### config.mk
export PLATFORM = sky130hd
export DESIGN_NAME = pid_controller_clamped
export DESIGN_NICKNAME = d
export VERILOG_FILES = /design/src/sv/pidc_pkg.sv /design/src/sv/pidc_mul.sv /design/src/sv/pidc_div.sv /design/src/sv/pid_controller_clamped.sv
export SDC_FILE = /design/constraint.sdc
export NUM_CORES = 2
export LEC_CHECK = 0
export BUFFER_PORTS_ARGS = -buffer_cell sky130_fd_sc_hd__buf_2
export CAP_MARGIN = 20
export CELL_PAD_IN_SITES_DETAIL_PLACEMENT = 2
export CELL_PAD_IN_SITES_GLOBAL_PLACEMENT = 2
export CORE_MARGIN = 2
export CORE_UTILIZATION = 32
export DETAILED_ROUTE_END_ITERATION = 8
export PLACE_DENSITY_LB_ADDON = 0.1
export SLEW_MARGIN = 10
export SYNTH_ARGS = -nofsm -noshare
export SYNTH_HDL_FRONTEND = slang
export SYNTH_SLANG_ARGS = --single-unit
### constraint.sdc
create_clock -name i_clk -period 9.7 [get_ports i_clk]
set_input_delay 2.425 -clock i_clk [delete_from_list [all_inputs] [get_ports i_clk]]
set_output_delay 2.425 -clock i_clk [all_outputs]
set_load 0.01 [all_outputs]
### src/sv/pidc_pkg.sv
// Package for the clamped PID controller: word types, constants and codes.
// No dependencies; used by the top level alone, by scoped names.
`default_nettype none
package pidc_pkg;

    localparam int unsigned TickRate = 1000000;
    localparam int unsigned FracBits = 16;

    // register indexes
    localparam logic [2:0] REG_PROP   = 3'd0;
    localparam logic [2:0] REG_INTEG  = 3'd1;
    localparam logic [2:0] REG_DERIV  = 3'd2;
    localparam logic [2:0] REG_UPPER  = 3'd3;
    localparam logic [2:0] REG_LOWER  = 3'd4;
    localparam logic [2:0] REG_OFFSET = 3'd5;

    // actions
    localparam logic ACT_SAMPLE = 1'b0;
    localparam logic ACT_CLEAR  = 1'b1;

    typedef struct packed {
        logic               action;
        logic signed [31:0] setpoint;
        logic signed [31:0] measured;
        logic        [31:0] stamp;
    } t_in_word;

    typedef struct packed {
        logic signed [31:0] drive;
        logic               limited;
    } t_out_word;

    // saturate a 66-bit signed value to 32 bits
    function automatic logic signed [31:0] sat32(input logic signed [65:0] v);
        logic signed [65:0] hi;
        logic signed [65:0] lo;
        begin
            hi = 66'sh0_7FFF_FFFF;
            lo = -66'sh0_8000_0000;
            if (v > hi) begin
                sat32 = 32'sh7FFF_FFFF;
            end else if (v < lo) begin
                sat32 = 32'sh8000_0000;
            end else begin
                sat32 = v[31:0];
            end
        end
    endfunction

endpackage
`default_nettype wire

### src/sv/pidc_mul.sv
// Radix-2 serial multiplier: signed 34 x signed 33, one bit of b per cycle.
// Standalone; takes nothing from pidc_pkg.
`default_nettype none
module pidc_mul (
    input  wire logic               i_clk,
    input  wire logic               i_rst_n,
    input  wire logic               i_start,
    input  wire logic signed [33:0] i_a,
    input  wire logic signed [32:0] i_b,
    output logic                    o_done,
    output logic signed [65:0]      o_prod
);
    logic signed [65:0] r_acc, n_acc;
    logic        [32:0] r_b, n_b;
    logic signed [65:0] r_a, n_a;
    logic        [5:0]  r_cnt, n_cnt;
    logic               r_busy, n_busy;
    logic               r_done, n_done;

    // add shifted multiplicand for each set bit, low bit first; the sign bit of b
    // carries negative weight, so subtract on the last step
    always_comb begin
        n_acc = r_acc; n_b = r_b; n_a = r_a; n_cnt = r_cnt;
        n_busy = r_busy; n_done = 1'b0;
        if (i_start) begin
            n_acc = '0; n_b = i_b; n_a = 66'(i_a); n_cnt = '0; n_busy = 1'b1;
        end else if (r_busy) begin
            if (r_b[0]) begin
                if (r_cnt == 6'd32) n_acc = r_acc - r_a;
                else n_acc = r_acc + r_a;
            end
            n_a = r_a <<< 1;
            n_b = r_b >> 1;
            n_cnt = r_cnt + 6'd1;
            if (r_cnt == 6'd32) begin
                n_busy = 1'b0; n_done = 1'b1;
            end
        end
    end

    always_ff @(posedge i_clk) begin
        r_acc <= n_acc; r_b <= n_b; r_a <= n_a; r_cnt <= n_cnt;
        if (!i_rst_n) begin
            r_busy <= 1'b0; r_done <= 1'b0;
        end else begin
            r_busy <= n_busy; r_done <= n_done;
        end
    end

    assign o_done = r_done;
    assign o_prod = r_acc;
endmodule
`default_nettype wire

### src/sv/pidc_div.sv
// Restoring serial divider: signed 66-bit dividend by unsigned 32-bit divisor,
// quotient truncated toward zero, one quotient bit per cycle. Standalone.
`default_nettype none
module pidc_div (
    input  wire logic               i_clk,
    input  wire logic               i_rst_n,
    input  wire logic               i_start,
    input  wire logic signed [65:0] i_num,
    input  wire logic        [31:0] i_den,
    output logic                    o_done,
    output logic signed [65:0]      o_quo
);
    logic [65:0] r_q, n_q;
    logic [32:0] r_rem, n_rem;
    logic [31:0] r_den, n_den;
    logic        r_neg, n_neg;
    logic [6:0]  r_cnt, n_cnt;
    logic        r_busy, n_busy;
    logic        r_done, n_done;
    logic [32:0] trial;
    logic [32:0] shifted;

    // shift in one dividend bit, subtract when it fits
    always_comb begin
        n_q = r_q; n_rem = r_rem; n_den = r_den; n_neg = r_neg; n_cnt = r_cnt;
        n_busy = r_busy; n_done = 1'b0;
        shifted = {r_rem[31:0], r_q[65]};
        trial = shifted - {1'b0, r_den};
        if (i_start) begin
            n_neg = i_num[65];
            n_q = i_num[65] ? 66'(-i_num) : i_num;
            n_rem = '0; n_den = i_den; n_cnt = '0; n_busy = 1'b1;
        end else if (r_busy) begin
            if (!trial[32]) begin
                n_rem = trial; n_q = {r_q[64:0], 1'b1};
            end else begin
                n_rem = shifted; n_q = {r_q[64:0], 1'b0};
            end
            n_cnt = r_cnt + 7'd1;
            if (r_cnt == 7'd65) begin
                n_busy = 1'b0; n_done = 1'b1;
            end
        end
    end

    always_ff @(posedge i_clk) begin
        r_q <= n_q; r_rem <= n_rem; r_den <= n_den; r_neg <= n_neg; r_cnt <= n_cnt;
        if (!i_rst_n) begin
            r_busy <= 1'b0; r_done <= 1'b0;
        end else begin
            r_busy <= n_busy; r_done <= n_done;
        end
    end

    assign o_done = r_done;
    assign o_quo  = r_neg ? -$signed(r_q) : $signed(r_q);
endmodule
`default_nettype wire

### src/sv/pid_controller_clamped.sv
// Clamped PID controller top level: sequencer over one serial multiplier and
// one serial divider. A sample word runs five multiplies and four divides;
// a clear word runs three multiplies. Each ends with one output step.
// One word at a time; the next is taken the cycle after the result is taken.
// Synchronous active-low reset clears the sequencer, error, integral,
// derivative and stamp registers and loads the register defaults.
`default_nettype none
module pid_controller_clamped (
    input  wire logic                i_clk,
    input  wire logic                i_rst_n,
    input  wire logic                i_valid,
    output logic                     o_ready,
    input  wire pidc_pkg::t_in_word  i_data,
    output logic                     o_valid,
    input  wire logic                i_ready,
    output pidc_pkg::t_out_word      o_data,
    input  wire logic                i_cfg_we,
    input  wire logic [2:0]          i_cfg_idx,
    input  wire logic [31:0]         i_cfg_data
);
    localparam logic [3:0] S_IDLE = 4'd0;
    localparam logic [3:0] S_INCM = 4'd1;
    localparam logic [3:0] S_INCD = 4'd2;
    localparam logic [3:0] S_LOD  = 4'd3;
    localparam logic [3:0] S_HID  = 4'd4;
    localparam logic [3:0] S_DRD  = 4'd5;
    localparam logic [3:0] S_PM   = 4'd6;
    localparam logic [3:0] S_IM   = 4'd7;
    localparam logic [3:0] S_DM   = 4'd8;
    localparam logic [3:0] S_OUT  = 4'd9;
    localparam logic [3:0] S_DRM  = 4'd10;

    logic signed [31:0] r_kp, r_kd, r_up, r_lo, r_off;
    logic        [30:0] r_ki;
    logic signed [31:0] r_last_err, r_err, r_integ, r_deriv, r_lo_lim;
    logic        [31:0] r_last_stamp, r_ticks;
    logic signed [65:0] r_sum;
    logic [3:0]  r_state, n_state;
    logic        r_ovalid;
    pidc_pkg::t_out_word r_out;

    logic               mul_start, div_start, mul_done, div_done;
    logic signed [33:0] mul_a;
    logic signed [32:0] mul_b;
    logic signed [65:0] mul_p, div_num, div_q;
    logic        [31:0] div_den;
    logic signed [65:0] diff;
    logic signed [65:0] inc;
    logic signed [65:0] u_fin;
    logic signed [31:0] err_c;

    pidc_mul u_mul (.i_clk, .i_rst_n, .i_start(mul_start), .i_a(mul_a), .i_b(mul_b),
                    .o_done(mul_done), .o_prod(mul_p));
    pidc_div u_div (.i_clk, .i_rst_n, .i_start(div_start), .i_num(div_num),
                    .i_den(div_den), .o_done(div_done), .o_quo(div_q));

    assign err_c = pidc_pkg::sat32(66'(i_data.setpoint) - 66'(i_data.measured));
    assign diff  = 66'(r_err) - 66'(r_last_err);
    assign inc   = (div_q > 66'sh2_0000_0000) ? 66'sh2_0000_0000 :
                   (div_q < -66'sh2_0000_0000) ? -66'sh2_0000_0000 : div_q;
    assign u_fin = r_sum + (mul_p >>> pidc_pkg::FracBits);
    assign o_ready = (r_state == S_IDLE) && !r_ovalid;
    assign o_valid = r_ovalid;
    assign o_data  = r_out;

    // choose operands for the shared units per step
    always_comb begin
        mul_start = 1'b0; div_start = 1'b0; n_state = r_state;
        mul_a = 34'(r_err); mul_b = {1'b0, r_ticks};
        div_num = 66'(r_lo) <<< pidc_pkg::FracBits; div_den = 32'(r_ki);
        unique case (r_state)
            S_IDLE: if (i_valid && o_ready) begin
                if (i_data.action == pidc_pkg::ACT_CLEAR) begin
                    n_state = S_PM; mul_start = 1'b1;
                    mul_a = 34'(r_err); mul_b = 33'(r_kp);
                end else begin
                    n_state = S_INCM; mul_start = 1'b1;
                    mul_a = 34'(err_c); mul_b = {1'b0, i_data.stamp - r_last_stamp};
                end
            end
            S_INCM: if (mul_done) begin
                n_state = S_INCD; div_start = 1'b1;
                div_num = mul_p; div_den = 32'(pidc_pkg::TickRate);
            end
            S_INCD: if (div_done) begin
                n_state = S_LOD; div_start = 1'b1;
                div_num = 66'(r_lo) <<< pidc_pkg::FracBits;
            end
            S_LOD: if (div_done) begin
                n_state = S_HID; div_start = 1'b1;
                div_num = 66'(r_up) <<< pidc_pkg::FracBits;
            end
            // scale the error change by the tick rate on the multiplier
            S_HID: if (div_done) begin
                n_state = S_DRM; mul_start = 1'b1;
                mul_a = 34'(diff); mul_b = 33'(pidc_pkg::TickRate);
            end
            S_DRM: if (mul_done) begin
                n_state = S_DRD; div_start = 1'b1;
                div_num = mul_p; div_den = r_ticks;
            end
            S_DRD: if (div_done) begin
                n_state = S_PM; mul_start = 1'b1;
                mul_a = 34'(r_err); mul_b = 33'(r_kp);
            end
            S_PM: if (mul_done) begin
                n_state = S_IM; mul_start = 1'b1;
                mul_a = 34'(r_integ); mul_b = {2'b00, r_ki};
            end
            S_IM: if (mul_done) begin
                n_state = S_DM; mul_start = 1'b1;
                mul_a = 34'(r_deriv); mul_b = 33'(r_kd);
            end
            S_DM: if (mul_done) n_state = S_OUT;
            S_OUT: n_state = S_IDLE;
            default: n_state = S_IDLE;
        endcase
    end

    always_ff @(posedge i_clk) begin
        if (!i_rst_n) begin
            r_state <= S_IDLE; r_ovalid <= 1'b0;
            r_kp <= 32'sd65536; r_ki <= '0; r_kd <= '0; r_up <= '0; r_lo <= '0; r_off <= '0;
            r_last_err <= '0; r_err <= '0; r_integ <= '0; r_deriv <= '0; r_last_stamp <= '0;
        end else begin
            r_state <= n_state;
            // configuration writes
            if (i_cfg_we) begin
                unique case (i_cfg_idx)
                    pidc_pkg::REG_PROP:   r_kp  <= i_cfg_data;
                    pidc_pkg::REG_INTEG:  r_ki  <= i_cfg_data[30:0];
                    pidc_pkg::REG_DERIV:  r_kd  <= i_cfg_data;
                    pidc_pkg::REG_UPPER:  r_up  <= i_cfg_data;
                    pidc_pkg::REG_LOWER:  r_lo  <= i_cfg_data;
                    pidc_pkg::REG_OFFSET: r_off <= i_cfg_data;
                    default: ;
                endcase
            end
            // drop the result once taken
            if (r_ovalid && i_ready) r_ovalid <= 1'b0;
            unique case (r_state)
                S_IDLE: if (i_valid && o_ready) begin
                    if (i_data.action == pidc_pkg::ACT_CLEAR) begin
                        r_integ <= '0;
                    end else begin
                        r_ticks <= i_data.stamp - r_last_stamp;
                        r_last_stamp <= i_data.stamp;
                        r_last_err <= r_err;
                        r_err <= err_c;
                    end
                end
                S_INCD: if (div_done && r_ticks != '0)
                    r_integ <= pidc_pkg::sat32(66'(r_integ) + inc);
                S_LOD: if (div_done) r_lo_lim <= pidc_pkg::sat32(div_q);
                S_HID: if (div_done && r_ki != '0) begin
                    if (r_integ < r_lo_lim) r_integ <= r_lo_lim;
                    else if (r_integ > pidc_pkg::sat32(div_q))
                        r_integ <= pidc_pkg::sat32(div_q);
                end
                S_DRD: if (div_done) begin
                    if (r_ticks != '0) r_deriv <= pidc_pkg::sat32(div_q);
                    else if (diff > 0) r_deriv <= 32'sh7FFF_FFFF;
                    else if (diff < 0) r_deriv <= 32'sh8000_0000;
                    else r_deriv <= '0;
                end
                S_PM: if (mul_done) r_sum <= 66'(r_off) + (mul_p >>> pidc_pkg::FracBits);
                S_IM: if (mul_done) r_sum <= u_fin;
                S_DM: if (mul_done) r_sum <= u_fin;
                S_OUT: begin
                    r_ovalid <= 1'b1;
                    if (r_sum > 66'(r_up)) begin
                        r_out.drive <= r_up; r_out.limited <= 1'b1;
                    end else if (r_sum < 66'(r_lo)) begin
                        r_out.drive <= r_lo; r_out.limited <= 1'b1;
                    end else begin
                        r_out.drive <= r_sum[31:0]; r_out.limited <= 1'b0;
                    end
                end
                default: ;
            endcase
        end
    end
endmodule
`default_nettype wire
==> summary.txt <==
STA
  • Setup TNS: 0 ns
  • Fmax: 109 MHz
  • Fin crit share: 94.8%
  • Slew HR: between 15 and 20%
  • Setup Viol. Count Final: 0
  • Skew final: between 0.07 and 0.08 ns
  • Worst Slack Setup Final: slightly above 0.5 ns
  • Max Transition Viols Final: 0
  • RSZ-0062 raised after global routing: false
  • Final Hold Viols: 0
  • Clock period minus worst slack: around 9 ns
  • Worst Tran Pin Value: ~1.3 ns

Placed design
  • GP Congestion: roughly 0.87
  • Placed cell count: about 11000
  • Post-DP HPWL: about 230000 µm
  • Port Buffers: between 150 and 200
  • Pre-CTS setup slack: -0.0837 ns

Routing
  • Vias/cell: 5.81
  • DR vias: 63900
  • Detailed Route Iter0 Violations: between 4000 and 5000
  • WL per Instance: between 20 and 30 µm
  • ANT nets after route: 0
  • Drt drc: 0
  • Post-Route WL: 294000 µm
  • 1st-pass router iterations: 6

Yosys
  • Syn Nets: 8892
  • Share of synthesized flip-flops with an asynchronous set or reset: 0%
  • Synth area leader: edfxtp_1
  • Mapped cell area: roughly 66000 µm²
  • Gate Count Post-Synth: 8173
  • Seq/Total Area, Yosys: 30.7%
  • Number of flops mapped to enable cells by yosys: 361
  • Top cells by count, synth: nand2_1, a21oi_1, nor2_1, ha_1, o21ai_0
  • Post-synth top area share: roughly 16%
  • Top-count cell post-synth: nand2_1
  • Leading post-synthesis cells by cell area: edfxtp_1, dfxtp_1, ha_1
  • Netlist cell types: 97
  • Ys flop type: dfxtp_1
  • Yosys warns: 0
  • Syn avg cell area: between 8 and 9 µm²
  • #FFs+latches synth: 832

Setup path
  • Crit path max-delay cell type: or4_1
  • CP Capture Type: register
  • Slowest stage delay, CP: approximately 0.65 ns
  • CP Data Required Time: 10.39 ns
  • Most common cell on crit path: buf_4
  • WP data arrival: roughly 9.9 ns
  • Crit path max fanout: 15
  • Critical path class: reg -> reg
  • Crit path launch type: register

Job
  • Max-cap viol count: 0

Clock tree
  • Cell at the root of the clock tree: clkbuf_16
  • Bufs on Longest Clock Path: 3
  • CTS Sinks: around 830
  • H-tree depth: 3
  • Worst skew pair latency: between 0.8 and 0.9 ns
  • TritonCTS clock tree: yes
  • Clock buffer count from CTS: ~110
  • CTS Hold Bufs: 0
  • Clock slew at reported path FFs: ~0.06 ns

Global routing
  • First-pass GRT wire length: 441000 µm
  • Largest net degree at the start of global routing: between 80 and 90
  • Global-route usage over all layers: 27.2%
  • Number of global-route vias before repair: about 67000
  • Initial antenna violation count: 9
  • GR Overflow Total: 0

Cells and area
  • Layout cells sized above 1: 8.34%
  • Fin cells: around 11000
  • Fill cells: between 20000 and 25000
  • Area grow syn2layout: 12.2%
  • Count of nets after finishing: ~9000

Floorplanning
  • Initial Util: 32.2%
  • IO Count: 172
  • # rows: 166
  • Die Wd: 458 µm
  • Die Area: around 210000 µm²
  • Core area: roughly 200000 µm²
  • Die H: approximately 460 µm

Power and ir drop
  • Share of power burned in registers: approximately 30%
  • Power per standard cell area: approximately 240 nW/µm²
  • Leak: around 0.030 µW
  • Cell internal pwr: between 9000 and 10000 µW
  • Switching Fraction: between 40% and 50%
  • Combinational power share: around 45%
  • Worst VDD drop: between 0.00015 and 0.0002 V
  • Clk pwr share: 25.5%
  • Switching pwr: slightly below 8000 µW

Outcome
  • Status: finished clean

Hold path
  • Hold Crit Class: reg -> reg
==> cells by family (layout without fill, tap and decap cells) <==
kind of cell,count (synthesis),in the layout,synth area share [%]
mux,173,173,2.67
buf+inv,825,941,4.74
flops,832,832,30.7
xor+xnor,516,516,6.85
compound gates,2548,2549,25.1
simple gates,2694,2694,18.8
other cells,0,6,0
fa+ha+maj,585,585,11.2
==> cell usage in the layout, fill, tap and decap left out, types with 26 or more instances in the layout <==
cell,count
a211oi_1,50
a21boi_0,162
a21o_1,262
a21oi_1,796
a221oi_1,36
a222oi_1,45
a22o_1,30
a31oi_1,98
and2_1,43
and3_1,61
buf_2,171
buf_4,142
clkbuf_16,118
dfxtp_1,467
edfxtp_1,361
ha_1,574
inv_1,407
mux2_2,26
mux2i_1,147
nand2_1,1081
nand2b_1,85
nand3_1,137
nand4_1,114
nor2_1,630
nor2b_1,96
nor3_1,138
nor4_1,50
o2111ai_1,35
o211ai_1,60
o21a_1,75
o21ai_0,475
o21bai_1,48
o221a_2,32
o31ai_1,62
o41ai_1,31
or3_1,97
or4_1,34
xnor2_1,289
xor2_1,226
==> worst max-delay path, delay by kind of cell, from the launching register on <==
| kind | cells | cell delay (ns) |
|---|---|---|
| compound gates | 10 | 2.41 |
| fa+ha+maj | 1 | 0.32 |
| buf+inv | 6 | 1.15 |
| flops | 1 | 0.44 |
| simple gates | 14 | 4.77 |
==> sequential cells by signal, indices dropped and copies added (netlist names), 33 cells and up <==
register      flops
o_data           33
r_sum            66
u_div.r_q        66
u_mul.o_prod     66
u_mul.r_a        66
u_mul.r_b        33
==> path summary, 6_finish.rpt <==
| kind | start | to | slack, ns | depth (start not counted) |
|---|---|---|---|---|
| max | u_div.r_q[5] | r_integ[29] | 0.50 | 31 |
| min | r_last_err[21] | r_last_err[21] | 0.46 | 2 |
| max reg2reg | u_div.r_q[5] | r_integ[29] | 0.50 | 31 |
| min reg2reg | r_last_err[21] | r_last_err[21] | 0.46 | 2 |
==> power groups by stage <==
stage / Combinational [µW] / Clock (µW) / Sequential, µW
floorplan: 5280 / 0 / 4750
global placement: 7520 / 0 / 5180
detailed placement: 7730 / 0 / 5200
CTS: 7810 / 4550 / 5130
global route: 8590 / 4690 / 5180
finish: 7830 / 4450 / 5140
==> through the flow <==
stage          hold WS (ns)  util, %  cell area [µm²]  power [µW]
2_1_floorplan         0.436        -            66000       10000
3_3_place_gp          0.442     34.2            69900       12700
3_5_place_dp          0.450     34.2            69900       12900
4_1_cts               0.457     36.1            73900       17500
5_1_grt               0.478     36.1            74000       18500
6_report              0.456     36.1            74000       17400
==> layer usage <==
layer	part of all wire [%]	up-vias	global-route usage (%)
li1	-	29700	-
met4	3.2	2	8.47
met5	0.0041	-	0
met3	3.5	303	2.45
met1	47	32700	37.1
met2	47	1104	45.3
==> area by class of cell <==
cell class	count	area, µm²	share of cell area [%]
Inverter	414	1560	2.11
Antenna cell	6	15.0	0.0203
Timing Repair Buffer	315	1950	2.64
Clock buffer	148	3170	4.28
Multi-Input combinational cell	6517	42900	58.0
Tap cell	2688	3360	4.54
Sequential cell	832	20300	27.4
Clock inverter	64	734	0.992
==> timing repair <==
item	4_1_cts	5_1_grt
setup buffers	0	8
resized for setup	2	14
setup endpoints to repair	30	31
pin swaps	0	7
cloned	0	1
No activity file was read; power rests on OpenSTA's default activity.
